## src/hdl/kps_pkg.sv

```systemverilog
package kps_pkg;

  localparam int MAX_N       = 16;
  localparam int VALUE_WIDTH = 16;
  localparam int IDX_W       = $clog2(MAX_N);
  localparam int CNT_W       = $clog2(MAX_N + 1);
  localparam int CHILD_W     = IDX_W + 2;
  localparam int SUM_W       = VALUE_WIDTH + 1;
  localparam int KEY_W       = VALUE_WIDTH + 2;
  localparam int RANK_W      = 6;

  // larger than any pair sum; marks a row with no columns left
  localparam logic [KEY_W-1:0] KEY_EXHAUSTED = {1'b0, {(KEY_W-1){1'b1}}};

  typedef struct packed {
    logic [KEY_W-1:0] key;
    logic [IDX_W-1:0] row;
    logic [CNT_W-1:0] col;
  } heap_ent_t;

  typedef enum logic [3:0] {
    ST_IDLE,
    ST_INIT_RD,
    ST_INIT_WR,
    ST_SIFT_LD,
    ST_SIFT_RD,
    ST_SIFT_CH,
    ST_SIFT_CMP,
    ST_EMIT_RD,
    ST_EMIT_A,
    ST_EMIT_B
  } kps_state_e;

  function automatic logic [KEY_W-1:0] pair_key(input logic [VALUE_WIDTH-1:0] a,
                                                input logic [VALUE_WIDTH-1:0] b);
    return {{2{a[VALUE_WIDTH-1]}}, a} + {{2{b[VALUE_WIDTH-1]}}, b};
  endfunction

  function automatic logic key_lt(input logic [KEY_W-1:0] x, input logic [KEY_W-1:0] y);
    return $signed(x) < $signed(y);
  endfunction

endpackage

```

## src/hdl/kps_heap_mem.sv

```systemverilog
module kps_heap_mem import kps_pkg::*; (
  input  logic             clk_i,
  input  logic             we_i,
  input  logic [IDX_W-1:0] waddr_i,
  input  heap_ent_t        wdata_i,
  input  logic [IDX_W-1:0] raddr0_i,
  input  logic [IDX_W-1:0] raddr1_i,
  output heap_ent_t        rdata0_o,
  output heap_ent_t        rdata1_o
);

  heap_ent_t mem [MAX_N];

  always_ff @(posedge clk_i) begin
    if (we_i) begin
      mem[waddr_i] <= wdata_i;
    end
  end

  always_ff @(posedge clk_i) begin
    rdata0_o <= mem[raddr0_i];
    rdata1_o <= mem[raddr1_i];
  end

endmodule

```

## src/hdl/k_smallest_pair_sums_top.sv

```systemverilog
// Loads one (a, b) pair per cycle while busy_o is low; pairs past MAX_N are
// dropped. An item with last_pair_i set raises busy_o and the block then
// emits n sums (n = pairs held) in ascending order, one per strobe_o pulse;
// strobe_o cannot be held off, so sample every pulse. Build writes each
// row's first sum into the heap; heapify and each result are paced by
// the sift loop through the heap RAM (two read ports, one write port).
// busy_o drops with the final strobe.
module k_smallest_pair_sums_top import kps_pkg::*; (
  input  logic                   clk_i,
  input  logic                   rst_ni,
  input  logic                   start_i,
  output logic                   busy_o,
  input  logic [VALUE_WIDTH-1:0] a_value_i,
  input  logic [VALUE_WIDTH-1:0] b_value_i,
  input  logic                   last_pair_i,
  output logic                   strobe_o,
  output logic [SUM_W-1:0]       sum_o,
  output logic [RANK_W-1:0]      rank_o,
  output logic                   last_result_o
);

  kps_state_e       state_q, state_d;
  logic [CNT_W-1:0] count_q, count_d;
  logic [CNT_W-1:0] n_q, n_d;
  logic [CNT_W-1:0] k_q, k_d;
  logic [IDX_W-1:0] idx_q, idx_d;
  logic [IDX_W-1:0] pos_q, pos_d;
  logic             build_q, build_d;
  heap_ent_t        carry_q, carry_d;

  logic               strobe_d, last_d;
  logic [SUM_W-1:0]   sum_d;
  logic [RANK_W-1:0]  rank_d;

  logic [VALUE_WIDTH-1:0] a_mem [MAX_N];
  logic [VALUE_WIDTH-1:0] b_mem [MAX_N];
  logic [VALUE_WIDTH-1:0] a_rd_q, b_rd_q;
  logic [IDX_W-1:0]       a_raddr, b_raddr;
  logic                   ab_we;

  logic             h_we;
  logic [IDX_W-1:0] h_waddr, h_raddr0;
  heap_ent_t        h_wdata, h_rd0, h_rd1;

  logic               accept;
  logic [CHILD_W-1:0] left_w, right_w, n_ext;
  logic               left_ok, right_ok, take_right, sift_stop;
  heap_ent_t          best, carry_now;
  logic [IDX_W-1:0]   best_idx;
  logic [CNT_W-1:0]   colp;

  assign busy_o = (state_q != ST_IDLE);
  assign accept = start_i && !busy_o;

  assign left_w   = {1'b0, pos_q, 1'b1};
  assign right_w  = left_w + CHILD_W'(1);
  assign n_ext    = CHILD_W'(n_q);
  assign left_ok  = left_w < n_ext;
  assign right_ok = right_w < n_ext;

  assign take_right = right_ok && key_lt(h_rd1.key, h_rd0.key);
  assign best       = take_right ? h_rd1 : h_rd0;
  assign best_idx   = take_right ? right_w[IDX_W-1:0] : left_w[IDX_W-1:0];
  assign sift_stop  = !key_lt(best.key, carry_q.key);
  assign carry_now  = (state_q == ST_SIFT_RD) ? h_rd0 : carry_q;
  assign colp       = h_rd0.col + CNT_W'(1);

  kps_heap_mem u_heap (
    .clk_i    (clk_i),
    .we_i     (h_we),
    .waddr_i  (h_waddr),
    .wdata_i  (h_wdata),
    .raddr0_i (h_raddr0),
    .raddr1_i (right_w[IDX_W-1:0]),
    .rdata0_o (h_rd0),
    .rdata1_o (h_rd1)
  );

  assign ab_we = accept && (count_q < CNT_W'(MAX_N));

  always_ff @(posedge clk_i) begin
    if (ab_we) begin
      a_mem[count_q[IDX_W-1:0]] <= a_value_i;
      b_mem[count_q[IDX_W-1:0]] <= b_value_i;
    end
    a_rd_q <= a_mem[a_raddr];
    b_rd_q <= b_mem[b_raddr];
  end

  always_comb begin
    state_d  = state_q;
    count_d  = count_q;
    n_d      = n_q;
    k_d      = k_q;
    idx_d    = idx_q;
    pos_d    = pos_q;
    build_d  = build_q;
    carry_d  = carry_q;
    a_raddr  = idx_q;
    b_raddr  = '0;
    h_we     = 1'b0;
    h_waddr  = pos_q;
    h_wdata  = carry_now;
    h_raddr0 = pos_q;
    strobe_d = 1'b0;
    sum_d    = h_rd0.key[SUM_W-1:0];
    rank_d   = RANK_W'(k_q);
    last_d   = (k_q == n_q - CNT_W'(1));

    unique case (state_q)
      ST_IDLE: begin
        if (accept) begin
          if (ab_we) begin
            count_d = count_q + CNT_W'(1);
          end
          if (last_pair_i) begin
            n_d     = count_d;
            idx_d   = '0;
            state_d = ST_INIT_RD;
          end
        end
      end
      ST_INIT_RD: begin
        state_d = ST_INIT_WR;
      end
      ST_INIT_WR: begin
        h_we    = 1'b1;
        h_waddr = idx_q;
        h_wdata = '{key: pair_key(a_rd_q, b_rd_q), row: idx_q, col: '0};
        if (CNT_W'(idx_q) == n_q - CNT_W'(1)) begin
          if (n_q < CNT_W'(2)) begin
            k_d     = '0;
            build_d = 1'b0;
            state_d = ST_EMIT_RD;
          end else begin
            idx_d   = IDX_W'((n_q >> 1) - CNT_W'(1));
            pos_d   = IDX_W'((n_q >> 1) - CNT_W'(1));
            build_d = 1'b1;
            state_d = ST_SIFT_LD;
          end
        end else begin
          idx_d   = idx_q + IDX_W'(1);
          state_d = ST_INIT_RD;
        end
      end
      ST_SIFT_LD: begin
        state_d = ST_SIFT_RD;
      end
      ST_SIFT_RD, ST_SIFT_CH: begin
        carry_d  = carry_now;
        h_raddr0 = left_w[IDX_W-1:0];
        if (left_ok) begin
          state_d = ST_SIFT_CMP;
        end else begin
          h_we = (state_q == ST_SIFT_CH);
          priority if (!build_q) begin
            k_d     = k_q + CNT_W'(1);
            state_d = ST_EMIT_RD;
          end else if (idx_q == '0) begin
            k_d     = '0;
            build_d = 1'b0;
            state_d = ST_EMIT_RD;
          end else begin
            idx_d   = idx_q - IDX_W'(1);
            pos_d   = idx_q - IDX_W'(1);
            state_d = ST_SIFT_LD;
          end
        end
      end
      ST_SIFT_CMP: begin
        h_we = 1'b1;
        if (sift_stop) begin
          priority if (!build_q) begin
            k_d     = k_q + CNT_W'(1);
            state_d = ST_EMIT_RD;
          end else if (idx_q == '0) begin
            k_d     = '0;
            build_d = 1'b0;
            state_d = ST_EMIT_RD;
          end else begin
            idx_d   = idx_q - IDX_W'(1);
            pos_d   = idx_q - IDX_W'(1);
            state_d = ST_SIFT_LD;
          end
        end else begin
          h_wdata = best;
          pos_d   = best_idx;
          state_d = ST_SIFT_CH;
        end
      end
      ST_EMIT_RD: begin
        h_raddr0 = '0;
        state_d  = ST_EMIT_A;
      end
      ST_EMIT_A: begin
        strobe_d = 1'b1;
        if (last_d) begin
          count_d = '0;
          state_d = ST_IDLE;
        end else begin
          carry_d = '{key: KEY_EXHAUSTED, row: h_rd0.row, col: colp};
          pos_d   = '0;
          a_raddr = h_rd0.row;
          b_raddr = colp[IDX_W-1:0];
          state_d = (colp >= n_q) ? ST_SIFT_CH : ST_EMIT_B;
        end
      end
      ST_EMIT_B: begin
        carry_d.key = pair_key(a_rd_q, b_rd_q);
        state_d     = ST_SIFT_CH;
      end
      default: begin
        state_d = ST_IDLE;
      end
    endcase
  end

  always_ff @(posedge clk_i or negedge rst_ni) begin
    if (!rst_ni) begin
      state_q  <= ST_IDLE;
      count_q  <= '0;
      n_q      <= '0;
      k_q      <= '0;
      idx_q    <= '0;
      pos_q    <= '0;
      build_q  <= 1'b0;
      strobe_o <= 1'b0;
    end else begin
      state_q  <= state_d;
      count_q  <= count_d;
      n_q      <= n_d;
      k_q      <= k_d;
      idx_q    <= idx_d;
      pos_q    <= pos_d;
      build_q  <= build_d;
      strobe_o <= strobe_d;
    end
  end

  always_ff @(posedge clk_i) begin
    carry_q <= carry_d;
    if (strobe_d) begin
      sum_o         <= sum_d;
      rank_o        <= rank_d;
      last_result_o <= last_d;
    end
  end

endmodule

```

## config.mk

```make
export PLATFORM = sky130hd
export DESIGN_NAME = k_smallest_pair_sums_top
export DESIGN_NICKNAME = d
export VERILOG_FILES = /design/src/hdl/kps_pkg.sv /design/src/hdl/kps_heap_mem.sv /design/src/hdl/k_smallest_pair_sums_top.sv
export SDC_FILE = /design/constraint.sdc
export NUM_CORES = 2
export LEC_CHECK = 0
export BUFFER_PORTS_ARGS = -buffer_cell sky130_fd_sc_hd__buf_4
export CAP_MARGIN = 20
export CORE_UTILIZATION = 60
export CTS_CLUSTER_SIZE = 12
export DETAILED_ROUTE_END_ITERATION = 10
export PLACE_DENSITY = 0.81
export SLEW_MARGIN = 20
export SYNTH_ARGS = -nofsm -noshare
export SYNTH_HDL_FRONTEND = slang
export SYNTH_HIERARCHICAL = 1
export SYNTH_SLANG_ARGS = --single-unit
```

## constraint.sdc

```tcl
create_clock -name clk_i -period 9.29 [get_ports clk_i]
set_input_delay 0.929 -clock clk_i [delete_from_list [all_inputs] [get_ports clk_i]]
set_output_delay 0.929 -clock clk_i [all_outputs]
set_load 0.1 [all_outputs]
```

==> flow_summary.rst <==
.. list-table::
   :header-rows: 1

   * - Metric
     - Value
   * - Horizontal die dimension
     - 286 um
   * - Syn. warnings
     - 6
   * - Area of the multi-input gates
     - approximately 16000 sq um
   * - CTS sink cnt
     - around 1100
   * - Worst hold slack after final layout
     - approximately 0.17 ns
   * - Setup bufs post-CTS
     - 0
   * - Count of fill cells added during filler insertion
     - 4936
   * - Cts hold-fix bufs
     - 0
   * - Total standard cell area after synthesis
     - just under 50000 sq um
   * - First-iteration detailed-routing DRC count
     - roughly 3900
   * - H-tree lvl count
     - 3
   * - Row cnt
     - 103
   * - Setup CP Type
     - flip-flop to flip-flop
   * - Min Clock Period, post-route
     - 7.47 ns
   * - Dominant cell by count in the synthesized netlist
     - sky130_fd_sc_hd__edfxtp_1
   * - Net count, final
     - between 3000 and 4000
   * - Drt via density
     - around 7
   * - CTS tree
     - done
   * - Most used standard cells in the synthesized netlist
     - 994 x sky130_fd_sc_hd__edfxtp_1, 284 x sky130_fd_sc_hd__nand2_1, 264 x sky130_fd_sc_hd__mux4_2
   * - Post-synthesis average cell area
     - 16.4 sq um
   * - Max cap viols
     - 0
   * - Peak clock frequency supported by timing
     - 134 MHz
   * - Total overflow reported by the global router
     - 0
   * - Critical Path, Cell by Cell
     - inv_4 -> ha_1 -> a21oi_1 -> nand2_1 -> a311oi_1 -> o221ai_1 -> o21a_1 -> buf_4 -> mux2_2 -> ha_1 -> nand4_1 -> nor4_1 -> a211oi_1 -> o2bb2ai_1 -> nand2_1 -> o211ai_4 -> nand2_1 -> a2bb2oi_1 -> o221ai_1
   * - Cell Count, Final, Fillers Out
     - 4186
   * - Global-route usage over all layers
     - 0.319
   * - Cell area power density
     - approximately 380 nW/um^2
   * - Number of cells in the design after placement
     - about 4000
   * - Leakage power
     - roughly 18 nW
   * - FF-to-FF End
     - u_heap/mem[3][1]
   * - Initial core utilization
     - 0.610
   * - First-pass GRT wire length
     - 190000 um
   * - Reg2Reg Setup Slack
     - 1.82 ns
   * - Max-slew headroom at the worst pin
     - 0.247
   * - VDD IR max
     - 297 uV
   * - Primary FF master, synth
     - sky130_fd_sc_hd__edfxtp_1
   * - Initial antenna violation count
     - 3
   * - Count of mapped cells out of synthesis
     - 2964
   * - Via Count
     - 29300
   * - Clock Pin Slew Worst Setup and Hold Paths
     - 0.06 ns
   * - Count of TritonRoute iterations in the first routing pass
     - 6
   * - Unique masters post-synth
     - between 80 and 90
   * - Max-slew violation total from the final report
     - 0
   * - Worst Max-Slew Pin Slew
     - between 1 and 1.5 ns
   * - Worst setup SP type
     - flip-flop
   * - Number of enable-type register cells in the synthesized netlist
     - 994
   * - Io pins
     - 62
   * - Synth area leader
     - sky130_fd_sc_hd__edfxtp_1
   * - RSZ-0062 raised after global routing
     - false
   * - Insertion delay of the later-clocked pin in the worst-skew pair
     - 0.69 ns
   * - Required @ worst endpoint
     - 9.60 ns
   * - Post-route DRC
     - 0
   * - Largest net degree at the start of global routing
     - between 100 and 150
   * - Crit Reg-Reg Startpoint
     - pos_q[0]
   * - Run status
     - complete, no violations
   * - Number of storage elements in the synthesis netlist
     - 1109
   * - Share of synthesized registers carrying an async set or reset
     - 0.0261
   * - Final Routed Wirelength
     - 130000 um
   * - Core utilization of the finished layout
     - 0.677
   * - DR WL/cell
     - 31.1 um
   * - Port Buffers
     - 60
   * - Portion of the clock cycle consumed by the worst path in the final layout
     - 0.804
   * - HP Class
     - input port to asynchronous set/reset pin
   * - Cts bufs inserted
     - 108
   * - Reg area
     - roughly 32000 sq um
   * - Largest fanout on the critical path
     - 62
   * - Area of the core
     - 79500 sq um
   * - Ratio of cells with drive above 1 in the final layout
     - 0.221
   * - Setup TNS after final layout
     - 0 ns
   * - Most common cell type on the critical path
     - sky130_fd_sc_hd__nand2_1
   * - Via count of the first global-routing pass
     - 29600
   * - Count of final hold-check violations
     - 0
   * - Half-perimeter wire length after detailed placement
     - 74200 um
   * - Worst setup EP type
     - flip-flop
   * - Cell with the largest stage delay on the worst path
     - sky130_fd_sc_hd__o21a_1
   * - CP peak stage delay
     - around 0.87 ns
   * - Die Height
     - 286 um
   * - Leading post-synthesis cells by cell area
     - sky130_fd_sc_hd__edfxtp_1 62%, sky130_fd_sc_hd__mux4_2 12%, sky130_fd_sc_hd__dfxtp_1 3.5%, sky130_fd_sc_hd__nand2_1 2.2%, sky130_fd_sc_hd__mux2i_1 2.1%
   * - Synth top area share
     - 0.615
   * - Remaining number of nets flagged by the antenna check after routing
     - 0
   * - CTS max path bufs
     - 3
   * - Synthesis-to-finish area growth
     - 11.1%
   * - Final setup viols
     - 0
   * - Placer's final routability congestion estimate
     - 0.962
   * - Data arrival time of the critical path
     - 7.78 ns
   * - Die Area
     - 82000 sq um
   * - Share of synthesized area occupied by flip-flops and latches
     - 0.666
   * - Clock root buffer
     - sky130_fd_sc_hd__clkbuf_16
   * - Count of cells along the worst register-to-register path
     - 19
   * - Count of cells resized by post-cts repair
     - 0
   * - Worst setup skew after layout
     - 0.0378 ns
==> report_power, final <==
part           total (mW)  switching, mW  leakage, nW  internal [mW]
registers            7.30          0.435         10.1           6.86
clock network        4.21           1.83         1.62           2.38
logic                9.08           5.88         6.57           3.19
total                20.6           8.15         18.3           12.4
==> placed cells by master (no fill, tap or decap), types with 23 or more instances in the layout <==
cell type / instances
sky130_fd_sc_hd__a211oi_1: 24
sky130_fd_sc_hd__nor2_1: 81
sky130_fd_sc_hd__clkbuf_16: 109
sky130_fd_sc_hd__o21ai_0: 39
sky130_fd_sc_hd__dfxtp_1: 85
sky130_fd_sc_hd__buf_4: 138
sky130_fd_sc_hd__a22oi_1: 78
sky130_fd_sc_hd__ha_1: 75
sky130_fd_sc_hd__o211ai_1: 29
sky130_fd_sc_hd__mux2i_1: 103
sky130_fd_sc_hd__nor2_4: 27
sky130_fd_sc_hd__mux2_2: 24
sky130_fd_sc_hd__xnor2_1: 23
sky130_fd_sc_hd__a22oi_2: 40
sky130_fd_sc_hd__edfxtp_1: 994
sky130_fd_sc_hd__clkbuf_1: 68
sky130_fd_sc_hd__a21o_1: 25
sky130_fd_sc_hd__mux4_2: 264
sky130_fd_sc_hd__nand2_1: 284
sky130_fd_sc_hd__a21oi_1: 145
sky130_fd_sc_hd__inv_1: 55
sky130_fd_sc_hd__dfrtp_1: 29
==> worst max-delay path: cells and delay by family (launching register included) <==
family / cells / cell delay [ns]
flip-flops: 1 / 0.44
AND/OR/NAND/NOR: 5 / 1.17
AO/OA/AOI/OAI: 9 / 3.35
multiplexers: 1 / 0.40
adder cells (fa/ha/maj): 2 / 0.60
buffers and inverters: 2 / 1.14
==> flip-flops by register name, summed over array words and instances, names as in the netlist <==
signal / flops
b_rd_q: 16
u_heap/mem: 432
a_rd_q: 16
b_mem: 256
build_q: 1
n_q: 5
last_result_o: 1
carry_q: 27
k_q: 5
u_heap/rdata1_o: 27
count_q: 5
a_mem: 256
rank_o: 5
state_q: 4
idx_q: 4
u_heap/rdata0_o: 27
sum_o: 17
pos_q: 4
strobe_o: 1
==> logic make-up (layout without fill, tap and decap cells) <==
kind of cell | Yosys count | in the layout | synth area share
other | 1 | 5 | 0.0000773
AO/OA/AOI/OAI | 580 | 580 | 0.0870
flip-flops | 1109 | 1109 | 0.666
AND/OR/NAND/NOR | 523 | 523 | 0.0464
buffers and inverters | 243 | 411 | 0.0233
multiplexers | 394 | 394 | 0.150
XOR/XNOR | 38 | 38 | 0.00743
adder cells (fa/ha/maj) | 76 | 76 | 0.0198
==> through the flow <==
step	setup WS (ns)	power, mW	cell area [sq um]
6_report	1.82	20.6	53900
5_1_grt	1.46	21.3	53900
4_1_cts	1.86	20.3	53700
3_5_place_dp	1.85	16.1	50300
3_3_place_gp	2.10	15.8	50300
2_1_floorplan	3.74	13.2	48500
==> metal layers <==
metal	vias up	global-route usage	wire length, um
met5	-	0	13
met1	14700	0.407	44400
li1	12100	-	-
met4	2	0.150	6660
met3	423	0.0684	15000
met2	2043	0.526	64100
==> final cells by class <==
cell class / instances / area share
diodes: 3 / 0.000139
clock inverters: 17 / 0.00504
well taps: 1050 / 0.0244
flip-flops and latches: 1109 / 0.600
inverters: 61 / 0.00430
repair buffers: 145 / 0.0203
clock buffers: 188 / 0.0582
multi-input cells: 1613 / 0.288
==> worst max-delay path by stage <==
stage | cells after the start | endpoint | start
global placement | 19 | u_heap/mem[4][8] | pos_q[0]
finish | 19 | u_heap/mem[3][1] | pos_q[0]
floorplan | 20 | u_heap/mem[0][12] | pos_q[1]
CTS | 19 | u_heap/mem[12][8] | pos_q[0]
detailed placement | 19 | u_heap/mem[12][8] | pos_q[0]
global route | 19 | u_heap/mem[3][1] | pos_q[0]
Power figures use the tool's default switching activity.
